### src/rtl/priority_interrupt_dispatcher_macros.svh
// Assertion helpers used by the dispatcher datapath.
`ifndef PRIORITY_INTERRUPT_DISPATCHER_MACROS_SVH
`define PRIORITY_INTERRUPT_DISPATCHER_MACROS_SVH

// Same-cycle implication, sampled on the rising clock edge, off during reset.
`define PID_ASSERT_NOW(label, ante, cons, msg) \
   label: assert property (@(posedge clock) disable iff (reset) (ante) |-> (cons)) \
      else $error(msg);

// Next-cycle implication.
`define PID_ASSERT_NEXT(label, ante, cons, msg) \
   label: assert property (@(posedge clock) disable iff (reset) (ante) |=> (cons)) \
      else $error(msg);

`endif

### src/rtl/pid_pkg.sv
package pid_pkg;

   localparam int SLOTS = 16;
   localparam int LINES = 64;
   localparam int SLOT_W = $clog2(SLOTS);

   localparam int OP_W = 2;
   localparam int LINE_W = 6;
   localparam int HID_W = 8;
   localparam int PRIO_W = 8;
   localparam int DS_W = 4;
   localparam int PEND_W = 8;
   localparam int ST_W = 3;
   localparam int SLOT_OUT_W = 4;

   localparam int REQ_DATA_W = 32;
   localparam int RSP_DATA_W = 24;

   localparam logic [8:0] LINE_LIMIT = 9'(LINES);
   localparam logic [PEND_W-1:0] PEND_MAX = '1;
   localparam logic [SLOT_W-1:0] LAST_SLOT = SLOT_W'(SLOTS - 1);

   typedef enum logic [OP_W-1:0] {
      OP_REGISTER   = 2'd0,
      OP_UNREGISTER = 2'd1,
      OP_RAISE      = 2'd2,
      OP_DONE       = 2'd3
   } op_type;

   typedef enum logic [ST_W-1:0] {
      ST_OK       = 3'd0,
      ST_DISPATCH = 3'd1,
      ST_BAD_LINE = 3'd2,
      ST_UNREG    = 3'd3,
      ST_FULL     = 3'd4,
      ST_HALTED   = 3'd5
   } status_type;

   typedef enum logic [1:0] {
      CTL_IDLE,
      CTL_SCAN,
      CTL_FINISH
   } ctl_state_type;

   typedef struct packed {
      logic load;
      logic scan;
      logic finish;
   } cmd_type;

   typedef struct packed {
      logic early;
      logic last;
      logic out_free;
   } stat_type;

endpackage

### src/rtl/pid_controller.sv
module pid_controller (
   input  logic               clock,
   input  logic               reset,
   input  logic               req_tvalid,
   output logic               req_tready,
   input  pid_pkg::stat_type  stat,
   output pid_pkg::cmd_type   cmd
);

   pid_pkg::ctl_state_type state_ff, state_in;

   always_ff @(posedge clock) begin
      if (reset) begin
         state_ff <= pid_pkg::CTL_IDLE;
      end else begin
         state_ff <= state_in;
      end
   end

   always_comb begin
      state_in = state_ff;
      unique case (state_ff)
         pid_pkg::CTL_IDLE: begin
            if (req_tvalid) begin
               state_in = pid_pkg::CTL_SCAN;
            end
         end
         pid_pkg::CTL_SCAN: begin
            if (stat.early || stat.last) begin
               state_in = pid_pkg::CTL_FINISH;
            end
         end
         pid_pkg::CTL_FINISH: begin
            if (stat.out_free) begin
               state_in = pid_pkg::CTL_IDLE;
            end
         end
         default: state_in = pid_pkg::CTL_IDLE;
      endcase
   end

   always_comb begin
      cmd = '0;
      req_tready = 1'b0;
      unique case (state_ff)
         pid_pkg::CTL_IDLE: begin
            req_tready = 1'b1;
            cmd.load = req_tvalid;
         end
         pid_pkg::CTL_SCAN: begin
            cmd.scan = 1'b1;
         end
         pid_pkg::CTL_FINISH: begin
            cmd.finish = stat.out_free;
         end
         default: ;
      endcase
   end

endmodule

### src/rtl/pid_datapath.sv
`include "priority_interrupt_dispatcher_macros.svh"

module pid_datapath (
   input  logic                            clock,
   input  logic                            reset,
   input  logic [pid_pkg::REQ_DATA_W-1:0]  req_tdata,
   output logic                            rsp_tvalid,
   input  logic                            rsp_tready,
   output logic [pid_pkg::RSP_DATA_W-1:0]  rsp_tdata,
   input  pid_pkg::cmd_type                cmd,
   output pid_pkg::stat_type               stat
);

   localparam int SW = pid_pkg::SLOT_W;

   // latched request
   pid_pkg::op_type              op_ff;
   logic [pid_pkg::LINE_W-1:0]   line_ff;
   logic [pid_pkg::HID_W-1:0]    hid_ff;
   logic [pid_pkg::PRIO_W-1:0]   prio_ff;
   logic [pid_pkg::DS_W-1:0]     ds_ff;

   // slot table
   logic                         valid_ff [pid_pkg::SLOTS];
   logic [pid_pkg::LINE_W-1:0]   sline_ff [pid_pkg::SLOTS];
   logic [pid_pkg::PRIO_W-1:0]   sprio_ff [pid_pkg::SLOTS];
   logic [pid_pkg::HID_W-1:0]    shid_ff  [pid_pkg::SLOTS];
   logic [pid_pkg::PEND_W-1:0]   pend_ff  [pid_pkg::SLOTS];
   logic                         busy_ff  [pid_pkg::SLOTS];

   logic [SW-1:0]                idx_ff;
   logic                         halted_ff, halted_in;
   logic                         found_ff, found_in;
   logic                         any_ff, any_in;

   // running winner
   logic                         best_ok_ff, best_ok_in;
   logic [SW-1:0]                best_idx_ff;
   logic [pid_pkg::PRIO_W-1:0]   best_prio_ff;
   logic [pid_pkg::LINE_W-1:0]   best_line_ff;
   logic [pid_pkg::HID_W-1:0]    best_hid_ff;
   logic                         best_busy_ff;

   // response register
   logic                         rsp_valid_ff;
   pid_pkg::status_type          rsp_status_ff, rsp_status_in;
   logic [pid_pkg::SLOT_OUT_W-1:0] rsp_slot_ff, rsp_slot_in;
   logic [pid_pkg::HID_W-1:0]    rsp_hid_ff, rsp_hid_in;
   logic [pid_pkg::LINE_W-1:0]   rsp_line_ff, rsp_line_in;

   logic                         bad_line;
   logic                         early;
   logic                         step;
   logic                         cur_valid, cur_busy;
   logic [pid_pkg::PEND_W-1:0]   cur_pend;
   logic                         v_in, b_in;
   logic [pid_pkg::PEND_W-1:0]   p_in;
   logic                         vpb_we, fill_we;
   logic                         line_hit, cand, better;
   logic                         dispatch;

   assign bad_line = (9'(line_ff) >= pid_pkg::LINE_LIMIT);
   assign early    = halted_ff || (op_ff != pid_pkg::OP_DONE && bad_line);
   assign step     = cmd.scan && !early;

   assign stat.early    = early;
   assign stat.last     = (idx_ff == pid_pkg::LAST_SLOT);
   assign stat.out_free = !rsp_valid_ff || rsp_tready;

   assign cur_valid = valid_ff[idx_ff];
   assign cur_busy  = busy_ff[idx_ff];
   assign cur_pend  = pend_ff[idx_ff];
   assign line_hit  = cur_valid && (sline_ff[idx_ff] == line_ff);

   // per-slot update for the slot under the scan index
   always_comb begin
      v_in = cur_valid;
      b_in = cur_busy;
      p_in = cur_pend;
      vpb_we = 1'b0;
      fill_we = 1'b0;
      found_in = found_ff;
      any_in = any_ff;
      unique case (op_ff)
         pid_pkg::OP_REGISTER: begin
            if (!cur_valid && !found_ff) begin
               v_in = 1'b1;
               b_in = 1'b0;
               p_in = '0;
               vpb_we = 1'b1;
               fill_we = 1'b1;
               found_in = 1'b1;
            end
         end
         pid_pkg::OP_UNREGISTER: begin
            if (line_hit && shid_ff[idx_ff] == hid_ff) begin
               v_in = 1'b0;
               b_in = 1'b0;
               p_in = '0;
               vpb_we = 1'b1;
            end
         end
         pid_pkg::OP_RAISE: begin
            if (line_hit) begin
               any_in = 1'b1;
               vpb_we = 1'b1;
               if (cur_pend != pid_pkg::PEND_MAX) begin
                  p_in = cur_pend + 1'b1;
               end
            end
         end
         pid_pkg::OP_DONE: begin
            if (8'(ds_ff) == 8'(idx_ff) && cur_valid && cur_busy) begin
               b_in = 1'b0;
               vpb_we = 1'b1;
               if (cur_pend != '0) begin
                  p_in = cur_pend - 1'b1;
               end
            end
         end
         default: ;
      endcase
   end

   // selection on updated slot values
   assign cand   = v_in && (p_in != '0);
   assign better = !best_ok_ff || (sprio_ff[idx_ff] > best_prio_ff) ||
                   (sprio_ff[idx_ff] == best_prio_ff && sline_ff[idx_ff] < best_line_ff);
   assign best_ok_in = best_ok_ff || cand;

   assign dispatch = best_ok_ff && !best_busy_ff;

   always_comb begin
      rsp_status_in = pid_pkg::ST_OK;
      rsp_slot_in = '0;
      rsp_hid_in = '0;
      rsp_line_in = '0;
      halted_in = halted_ff;
      priority if (halted_ff) begin
         rsp_status_in = pid_pkg::ST_HALTED;
      end else if (op_ff != pid_pkg::OP_DONE && bad_line) begin
         rsp_status_in = pid_pkg::ST_BAD_LINE;
         halted_in = 1'b1;
      end else if (op_ff == pid_pkg::OP_REGISTER && !found_ff) begin
         rsp_status_in = pid_pkg::ST_FULL;
         halted_in = 1'b1;
      end else if (op_ff == pid_pkg::OP_RAISE && !any_ff) begin
         rsp_status_in = pid_pkg::ST_UNREG;
         halted_in = 1'b1;
      end else if ((op_ff == pid_pkg::OP_RAISE || op_ff == pid_pkg::OP_DONE) && dispatch) begin
         rsp_status_in = pid_pkg::ST_DISPATCH;
         rsp_slot_in = pid_pkg::SLOT_OUT_W'(best_idx_ff);
         rsp_hid_in = best_hid_ff;
         rsp_line_in = best_line_ff;
      end else begin
         rsp_status_in = pid_pkg::ST_OK;
      end
   end

   always_ff @(posedge clock) begin
      if (cmd.load) begin
         op_ff   <= pid_pkg::op_type'(req_tdata[1:0]);
         line_ff <= req_tdata[7:2];
         hid_ff  <= req_tdata[15:8];
         prio_ff <= req_tdata[23:16];
         ds_ff   <= req_tdata[27:24];
      end
   end

   always_ff @(posedge clock) begin
      if (reset) begin
         idx_ff <= '0;
         found_ff <= 1'b0;
         any_ff <= 1'b0;
         best_ok_ff <= 1'b0;
      end else if (cmd.load) begin
         idx_ff <= '0;
         found_ff <= 1'b0;
         any_ff <= 1'b0;
         best_ok_ff <= 1'b0;
      end else if (step) begin
         idx_ff <= idx_ff + 1'b1;
         found_ff <= found_in;
         any_ff <= any_in;
         best_ok_ff <= best_ok_in;
      end
   end

   always_ff @(posedge clock) begin
      if (step && cand && better) begin
         best_idx_ff  <= idx_ff;
         best_prio_ff <= sprio_ff[idx_ff];
         best_line_ff <= sline_ff[idx_ff];
         best_hid_ff  <= shid_ff[idx_ff];
         best_busy_ff <= b_in;
      end
   end

   always_ff @(posedge clock) begin
      if (reset) begin
         for (int i = 0; i < pid_pkg::SLOTS; i++) begin
            valid_ff[i] <= 1'b0;
            pend_ff[i]  <= '0;
            busy_ff[i]  <= 1'b0;
         end
      end else if (step && vpb_we) begin
         valid_ff[idx_ff] <= v_in;
         pend_ff[idx_ff]  <= p_in;
         busy_ff[idx_ff]  <= b_in;
      end else if (cmd.finish && rsp_status_in == pid_pkg::ST_DISPATCH) begin
         busy_ff[best_idx_ff] <= 1'b1;
      end
   end

   always_ff @(posedge clock) begin
      if (step && fill_we) begin
         sline_ff[idx_ff] <= line_ff;
         sprio_ff[idx_ff] <= prio_ff;
         shid_ff[idx_ff]  <= hid_ff;
      end
   end

   always_ff @(posedge clock) begin
      if (reset) begin
         halted_ff <= 1'b0;
         rsp_valid_ff <= 1'b0;
      end else begin
         if (cmd.finish) begin
            halted_ff <= halted_in;
            rsp_valid_ff <= 1'b1;
         end else if (rsp_tready) begin
            rsp_valid_ff <= 1'b0;
         end
      end
   end

   always_ff @(posedge clock) begin
      if (cmd.finish) begin
         rsp_status_ff <= rsp_status_in;
         rsp_slot_ff   <= rsp_slot_in;
         rsp_hid_ff    <= rsp_hid_in;
         rsp_line_ff   <= rsp_line_in;
      end
   end

   assign rsp_tvalid = rsp_valid_ff;
   assign rsp_tdata  = {3'b000, rsp_line_ff, rsp_hid_ff, rsp_slot_ff, rsp_status_ff};

   `PID_ASSERT_NEXT(a_halt_sticks, halted_ff, halted_ff, "halted flag dropped")
   `PID_ASSERT_NEXT(a_halted_reply, cmd.finish && halted_ff, rsp_status_ff == pid_pkg::ST_HALTED, "halted block gave a non-halted reply")
   `PID_ASSERT_NOW(a_fields_zero, rsp_valid_ff && rsp_status_ff != pid_pkg::ST_DISPATCH, rsp_slot_ff == '0 && rsp_hid_ff == '0 && rsp_line_ff == '0, "non-dispatch reply carries slot data")
   `PID_ASSERT_NEXT(a_dispatch_busy, cmd.finish && rsp_status_in == pid_pkg::ST_DISPATCH, busy_ff[$past(best_idx_ff)], "dispatched slot not marked in service")

endmodule

### src/rtl/priority_interrupt_dispatcher.sv
// Priority interrupt dispatcher with a table of pid_pkg::SLOTS handler slots.
// Each request (op: register, unregister, raise, done) is taken when the block
// is idle and answered with exactly one response. The slot table is walked one
// slot per cycle, updating that slot and folding it into the running
// highest-priority pending choice; the result is then registered into the
// response once the output register is free. A halted, or bad-line, request
// skips the walk. The response sits in an output register; a new request is
// taken while it waits. Any error halts the block until reset; while halted,
// every request answers halted.
module priority_interrupt_dispatcher (
   input  logic                            clock,
   input  logic                            reset,
   input  logic                            req_tvalid,
   output logic                            req_tready,
   // op[1:0], line[7:2], handler_id[15:8], prio[23:16], done_slot[27:24], zero fill
   input  logic [pid_pkg::REQ_DATA_W-1:0]  req_tdata,
   output logic                            rsp_tvalid,
   input  logic                            rsp_tready,
   // status[2:0], slot_out[6:3], handler_out[14:7], line_out[20:15], zero fill
   output logic [pid_pkg::RSP_DATA_W-1:0]  rsp_tdata
);

   pid_pkg::cmd_type  cmd;
   pid_pkg::stat_type stat;

   pid_controller u_ctl (
      .clock      (clock),
      .reset      (reset),
      .req_tvalid (req_tvalid),
      .req_tready (req_tready),
      .stat       (stat),
      .cmd        (cmd)
   );

   pid_datapath u_dp (
      .clock      (clock),
      .reset      (reset),
      .req_tdata  (req_tdata),
      .rsp_tvalid (rsp_tvalid),
      .rsp_tready (rsp_tready),
      .rsp_tdata  (rsp_tdata),
      .cmd        (cmd),
      .stat       (stat)
   );

endmodule

### config.mk
export PLATFORM = sky130hd
export DESIGN_NAME = priority_interrupt_dispatcher
export DESIGN_NICKNAME = d
export VERILOG_FILES = /design/src/rtl/pid_pkg.sv /design/src/rtl/pid_controller.sv /design/src/rtl/pid_datapath.sv /design/src/rtl/priority_interrupt_dispatcher.sv
export VERILOG_INCLUDE_DIRS = /design/src /design/src/rtl
export SDC_FILE = /design/constraint.sdc
export NUM_CORES = 1
export LEC_CHECK = 0
export ABC_CLOCK_PERIOD_IN_PS = 6850
export BUFFER_PORTS_ARGS = -buffer_cell sky130_fd_sc_hd__clkbuf_2
export CORE_MARGIN = 5
export CORE_UTILIZATION = 62
export DETAILED_ROUTE_END_ITERATION = 7
export PLACE_DENSITY = 0.88
export RECOVER_POWER = 100
export SLEW_MARGIN = 15
export SYNTH_ARGS = -nofsm -noshare
export SYNTH_HDL_FRONTEND = slang
export SYNTH_HIERARCHICAL = 1
export SYNTH_SLANG_ARGS = --single-unit
### constraint.sdc
create_clock -name clock -period 6.85 [get_ports clock]
set_input_delay 0 -clock clock [delete_from_list [all_inputs] [get_ports clock]]
set_output_delay 0 -clock clock [all_outputs]
set_load 0.1 [all_outputs]
==> Yosys cells after proc, flatten, opt, wreduce, memory -nomap -nowiden <==
Memories as Yosys holds them, arrays and structs flattened. A register that Yosys moved wholly into a read port is not among the register bits.
Cells that the tools add are included.
{ "op_classes": {"reduce_logical": 44, "n_addsub": 3, "n_eq_ne": 15, "n_bitwise": 1, "mux": 72, "n_lt_le_gt_ge": 2} }
{ "op_table": {"columns": ["cell", "n"], "rows": [
  ["$mux 4", 16],
  ["$mux 8", 7],
  ["$mux 1", 38],
  ["$pmux 8 s4", 1],
  ["$logic_and 1x1->1", 17],
  ["$eq 8x8->1", 2],
  ["$reduce_bool 8->1", 2],
  ["$mux 3", 3],
  ["$reduce_and 3->1", 3],
  ["$add 8x1->8 const B", 1],
  ["$gt 8x8->1", 1],
  ["$ne 8x8->1 const B", 1],
  ["$reduce_or 8->1", 1],
  ["$sub 8x1->8 const B", 1],
  ["$logic_not 1->1", 7],
  ["$eq 2x2->1 const B", 3],
  ["$eq 6x6->1", 1],
  ["$logic_or 1x1->1", 6],
  ["$lt 6x6->1", 1],
  ["$mux 2", 3],
  ["$pmux 2 s3", 1],
  ["$add 4x1->4 const B", 1],
  ["$eq 2x1->1 const B", 2],
  ["$eq 4x4->1", 1],
  ["other kinds (13)", 17]
]} }
{ "totals": {"wordCells": 164, "regBits": 87, "in_bits": 36, "n_memories": 6, "output_inout_bits": 26, "ram_bits": 512} }
{ "mem_list": {"columns": ["name", "depth", "word_bits", "rd", "rd_ports_with_merged_regs", "write_ports", "line", "rtl"], "rows": [
  ["u_dp.pend_ff", 16, 8, 1, 1, 16, "pid_datapath.sv:28", "logic [pid_pkg::PEND_W-1:0] pend_ff [pid_pkg::SLOTS];"],
  ["u_dp.shid_ff", 16, 8, 1, 1, 1, "pid_datapath.sv:27", "logic [pid_pkg::HID_W-1:0] shid_ff [pid_pkg::SLOTS];"],
  ["u_dp.sprio_ff", 16, 8, 1, 1, 1, "pid_datapath.sv:26", "logic [pid_pkg::PRIO_W-1:0] sprio_ff [pid_pkg::SLOTS];"],
  ["u_dp.sline_ff", 16, 6, 1, 1, 1, "pid_datapath.sv:25", "logic [pid_pkg::LINE_W-1:0] sline_ff [pid_pkg::SLOTS];"],
  ["u_dp.busy_ff", 16, 1, 1, 1, 16, "pid_datapath.sv:29", "logic busy_ff [pid_pkg::SLOTS];"],
  ["u_dp.valid_ff", 16, 1, 1, 1, 16, "pid_datapath.sv:24", "logic valid_ff [pid_pkg::SLOTS];"]
]} }

==> Logic depth before layout (Yosys ltp) <==
{ "logic_depth": {"word_depth": 15, "mapped_depth": 21, "ltp_nobuf": 15} }

==> Modules after synthesis <==
The synthesis kept the hierarchy.
{ "by_module_without_submodules": {"columns": ["mod", "seq_area_each_um2", "instances", "area_each_um2", "cells_each"], "rows": [
  ["pid_datapath", 17917.2, 1, 25395.6, 1483],
  ["pid_controller", 40.0, 1, 103.8, 13]
]} }

==> Least setup slack after synthesis <==
OpenSTA, ideal clock, no wires.
{ "synth_path": {"kind": "reg-to-reg", "start": "register with a tool-made name", "end": "register u_dp.best_busy_ff, enable pin", "arrival_time_ns": 5.305, "synth_period_minus_slack_ns": 5.732, "path_buffers": 5, "setup_ns": 0.428, "slack_ns": 1.118, "stages_incl_launch_ff": 20, "required_ns": 6.422, "cell_sequence": "dfxtp_1 -> buf_2 -> buf_4 -> buf_4 -> buf_4 -> buf_1 -> mux4_2 -> mux4_2 -> ha_1 -> nor2b_1 -> o21a_1 -> o21a_1 -> o21a_1 -> o21a_1 -> o21ai_0 -> nand2b_1 -> a21oi_1 -> mux2i_1 -> o21ai_0 -> a31oi_1"} }
{ "synth_rtl": {"columns": ["item", "line", "rtl"], "rows": [
  ["end signal, assigned", "pid_datapath.sv:195", "best_busy_ff <= b_in;"],
  ["end, declared", "pid_datapath.sv:42", "logic best_busy_ff;"]
]} }

==> results.py <==
metrics = {
    "clock_tree": {
        "cts_max_level": 2,
        "clk_pin_slew_ns": 0.06,
        "insertion_delay_ns": 0.64,
        "cts_tree": "yes",
        "clk_path_buf_depth": 3,
        "cts_num_sinks": 603,
        "clock_tree.root_cell": "clkbuf_16",
        "numCtsBuffers": 57,
    },
    "yosys": {
        "synth_commonest_cells": "edfxtp_1 (588), nor2_1 (200), mux4_2 (109)",
        "synth_seq_cells": 603,
        "async_reset_ff_frac": 0,
        "synth_flop_cell": "edfxtp_1",
        "synth_area_sq_um": 25500,
        "synthCells": 1496,
        "yosys_warnings": 6,
        "yosysSeqAreaShare": 0.704,
        "synth.largest_area_cell": "edfxtp_1",
        "synth.avg_cell_area_sq_um": 17.0,
        "synth_cell_type_count": 84,
        "yosys.cell_count.top_type": "edfxtp_1",
        "ys_top_cells_by_area": "edfxtp_1 (69%), mux4_2 (9.6%), nor2_1 (2.9%), mux2i_1 (2.4%), dfxtp_1 (1.2%)",
        "synth_edf_count": 588,
        "yosysTopAreaCellShare": 0.692,
    },
    "global_route": {
        "antenna_found_initial": 1,
        "grt_max_degree": 83,
        "grt_usage": 0.279,
        "grt_pass1_vias": 14907,
        "grt_pass1_wl_um": 92900,
        "grt.overflow.total": 0,
    },
    "pwr": {
        "seq_power_share": 0.550,
        "ir_drop_v": 0.000236,
        "p_int_w": 0.00588,
        "p_sw_frac": 0.223,
        "p_clk_frac": 0.394,
        "power.density_nw_per_um2": 269,
        "p_comb_frac": 0.056,
        "switching_power_w": 0.00169,
        "p_leak_nw": 9.07,
    },
    "worst_setup_path": {
        "crit_fanout": 82,
        "critPathLaunchType": "register",
        "worstPathArrival_ns": 6.40,
        "critPathMaxStageDelay_ns": 0.88,
        "slowest_stage": "dfxtp_1",
        "crit_required_ns": 7.10,
        "worstRegToRegCells": 12,
        "cp.depth": 12,
        "path_cells": "buf_12, nor2b_1, a22oi_1, nand2_1, xor2_1, a2111oi_0, and4_1, a311oi_4, nor4_4, clkbuf_1, nand3_2, nand2b_1",
        "end_kind": "register",
        "crit_buf_inv": 2,
        "crit_type": "register to register",
        "crit_family": "simple AND/OR/NAND/NOR gates",
    },
    "routing": {
        "drc": 0,
        "postRouteAntennaNets": 0,
        "drtIter0Drc": 2356,
        "dr.pass1.iters": 5,
        "wire_per_inst_um": 28.7,
        "wirelength_um": 62500,
        "viasPerCell": 6.69,
        "via_count": 14593,
    },
    "finish": {
        "nFillCells": 2417,
        "n_antenna_cell": 0,
        "syn_to_final_growth_pct": 10.6,
        "fin_util": 0.692,
        "drive_above_1_share": 0.168,
        "final_nets": 1658,
    },
    "sta": {
        "slew-limit-headroom": -1.02,
        "fmax_mhz": 163,
        "skew_ns": 0.0357,
        "maxSlewViolCount": 353,
        "period_needed_ns": 6.14,
        "grt_setup_unrepaired": "false",
        "setup_viol": 0,
        "fin_crit_sh": 0.897,
        "setup_tns_ns": 0,
        "hold_violations": 0,
        "tightest_slew_ns": 3.02,
    },
    "run_status": {
        "outcome": "complete, but fails checks",
        "violations": "capacitance limit, slew limit",
    },
    "placed_design": {
        "io_buffers": 54,
        "dp_hpwl_um": 35900,
        "place_congestion": 0.930,
    },
    "floorplanning": {
        "chipHeight_um": 213,
        "ios": 62,
        "initial_core_util": 0.626,
        "core_area_sq_um": 40700,
        "num_rows": 74,
        "dieArea_sq_um": 45300,
        "die_w_um": 213,
    },
    "worst_hold_path": {
        "min_from": "req_tdata[6]",
        "min_path_type": "input pin to register",
        "holdPathStages": 2,
    },
    "job": {
        "max-cap-violations": 15,
    },
}
-- cell usage in the layout, fill, tap and decap left out, drive strengths merged, types with 5 or more instances in the layout --
master / synthesis / layout
clkinv: 1 / 30
ha: 20 / 20
a211oi: 8 / 8
clkbuf: 34 / 147
nand3: 25 / 25
edfxtp: 588 / 588
mux4: 110 / 110
a22o: 12 / 12
a21o: 9 / 9
nand2b: 22 / 22
nand2: 45 / 45
and3: 22 / 22
and2: 26 / 26
o21bai: 19 / 19
dfxtp: 15 / 15
xnor2: 17 / 17
buf: 45 / 18
o21a: 7 / 7
nand4: 7 / 7
dlygate4sd3: 0 / 30
mux2i: 60 / 60
a21oi: 19 / 19
xor2: 12 / 12
a22oi: 21 / 21
inv: 25 / 27
o21ai: 11 / 11
a221oi: 11 / 11
o22ai: 5 / 5
nor2b: 15 / 15
nor2: 202 / 202
a31oi: 11 / 11
nor3: 16 / 16
mux2: 9 / 9
-- metal layers --
metal	track usage	vias up	part of all wire
met1	0.369	7168	0.35
met4	0.115	2	0.047
met3	0.0620	206	0.11
li1	-	6062	-
met5	0	-	0.00021
met2	0.459	1155	0.49
-- per-stage QoR --
step                      setup slack (ns)  total power (W)  area [sq um]  hold WS [ns]  std cells
after detailed placement              1.31          0.00463         26400         0.179       2045
after floorplan                       1.12          0.00450         25500        0.0691       1498
after global routing                 0.546          0.00780         28200        0.0707       2181
after global placement                1.52          0.00461         26400         0.176       2045
after CTS                             1.19          0.00759         28400        0.0414       2181
final                                0.707          0.00757         28200        0.0761       2181
-- state kept, by name (all words and copies together) (netlist names), 6 cells and up, named ones only --
| signal | flops |
|---|---|
| u_dp/hid_ff | 8 |
| u_dp/sprio_ff | 128 |
| u_dp/valid_ff | 16 |
| u_dp/busy_ff | 16 |
| u_dp/line_ff | 6 |
| u_dp/pend_ff | 128 |
| u_dp/best_prio_ff | 8 |
| u_dp/shid_ff | 128 |
| u_dp/best_line_ff | 6 |
| u_dp/best_hid_ff | 8 |
| u_dp/prio_ff | 8 |
| u_dp/sline_ff | 96 |
| u_dp/rsp_line_ff | 6 |
| u_dp/rsp_hid_ff | 8 |
-- cell families (layout without fill, tap and decap cells) --
kind of cell,after synthesis,count (layout),synth area share
adder cells (fa/ha/maj),20,20,0.00981
AO/OA/AOI/OAI,155,155,0.0505
multiplexers,179,179,0.125
buffers and inverters,105,256,0.0219
AND/OR/NAND/NOR,404,404,0.0786
XOR/XNOR,29,29,0.00996
flip-flops,603,603,0.704
other,1,3,0.000147
-- power by group through the flow --
stage | Clock, W | Sequential, W | Combinational [W]
final | 0.00298 | 0.00416 | 0.000422
after global routing | 0.00319 | 0.00417 | 0.000445
after CTS | 0.00301 | 0.00416 | 0.000418
after detailed placement | 0 | 0.00424 | 0.000395
after global placement | 0 | 0.00423 | 0.000381
after floorplan | 0 | 0.00421 | 0.000290
-- path summary, 6_finish.rpt --
kind | to | slack [ns]
setup / recovery | u_dp/pend_ff[10][3] | 0.71
hold / removal | u_dp/line_ff[4] | 0.08
setup reg to reg | u_dp/pend_ff[10][3] | 0.71
hold reg to reg | u_ctl/state_ff[0] | 0.52
-- cell type report --
class / instances / area [sq um] / area share
clock buffer: 71 / 1480 / 0.0524
tap: 532 / 666 / 0.0236
sequential: 603 / 18000 / 0.637
timing repair buffer: 124 / 788 / 0.0280
multi-input combinational: 790 / 6930 / 0.246
inverter: 26 / 97.6 / 0.00346
clock inverter: 35 / 278 / 0.00985
-- timing repair --
item                                   in CTS  in global routing
setup buffers                               0                  0
resized for setup                           0                  0
hold buffers                               30                  0
endpoints found under the hold margin      31                  0
No activity file was read; power rests on OpenSTA's default activity.
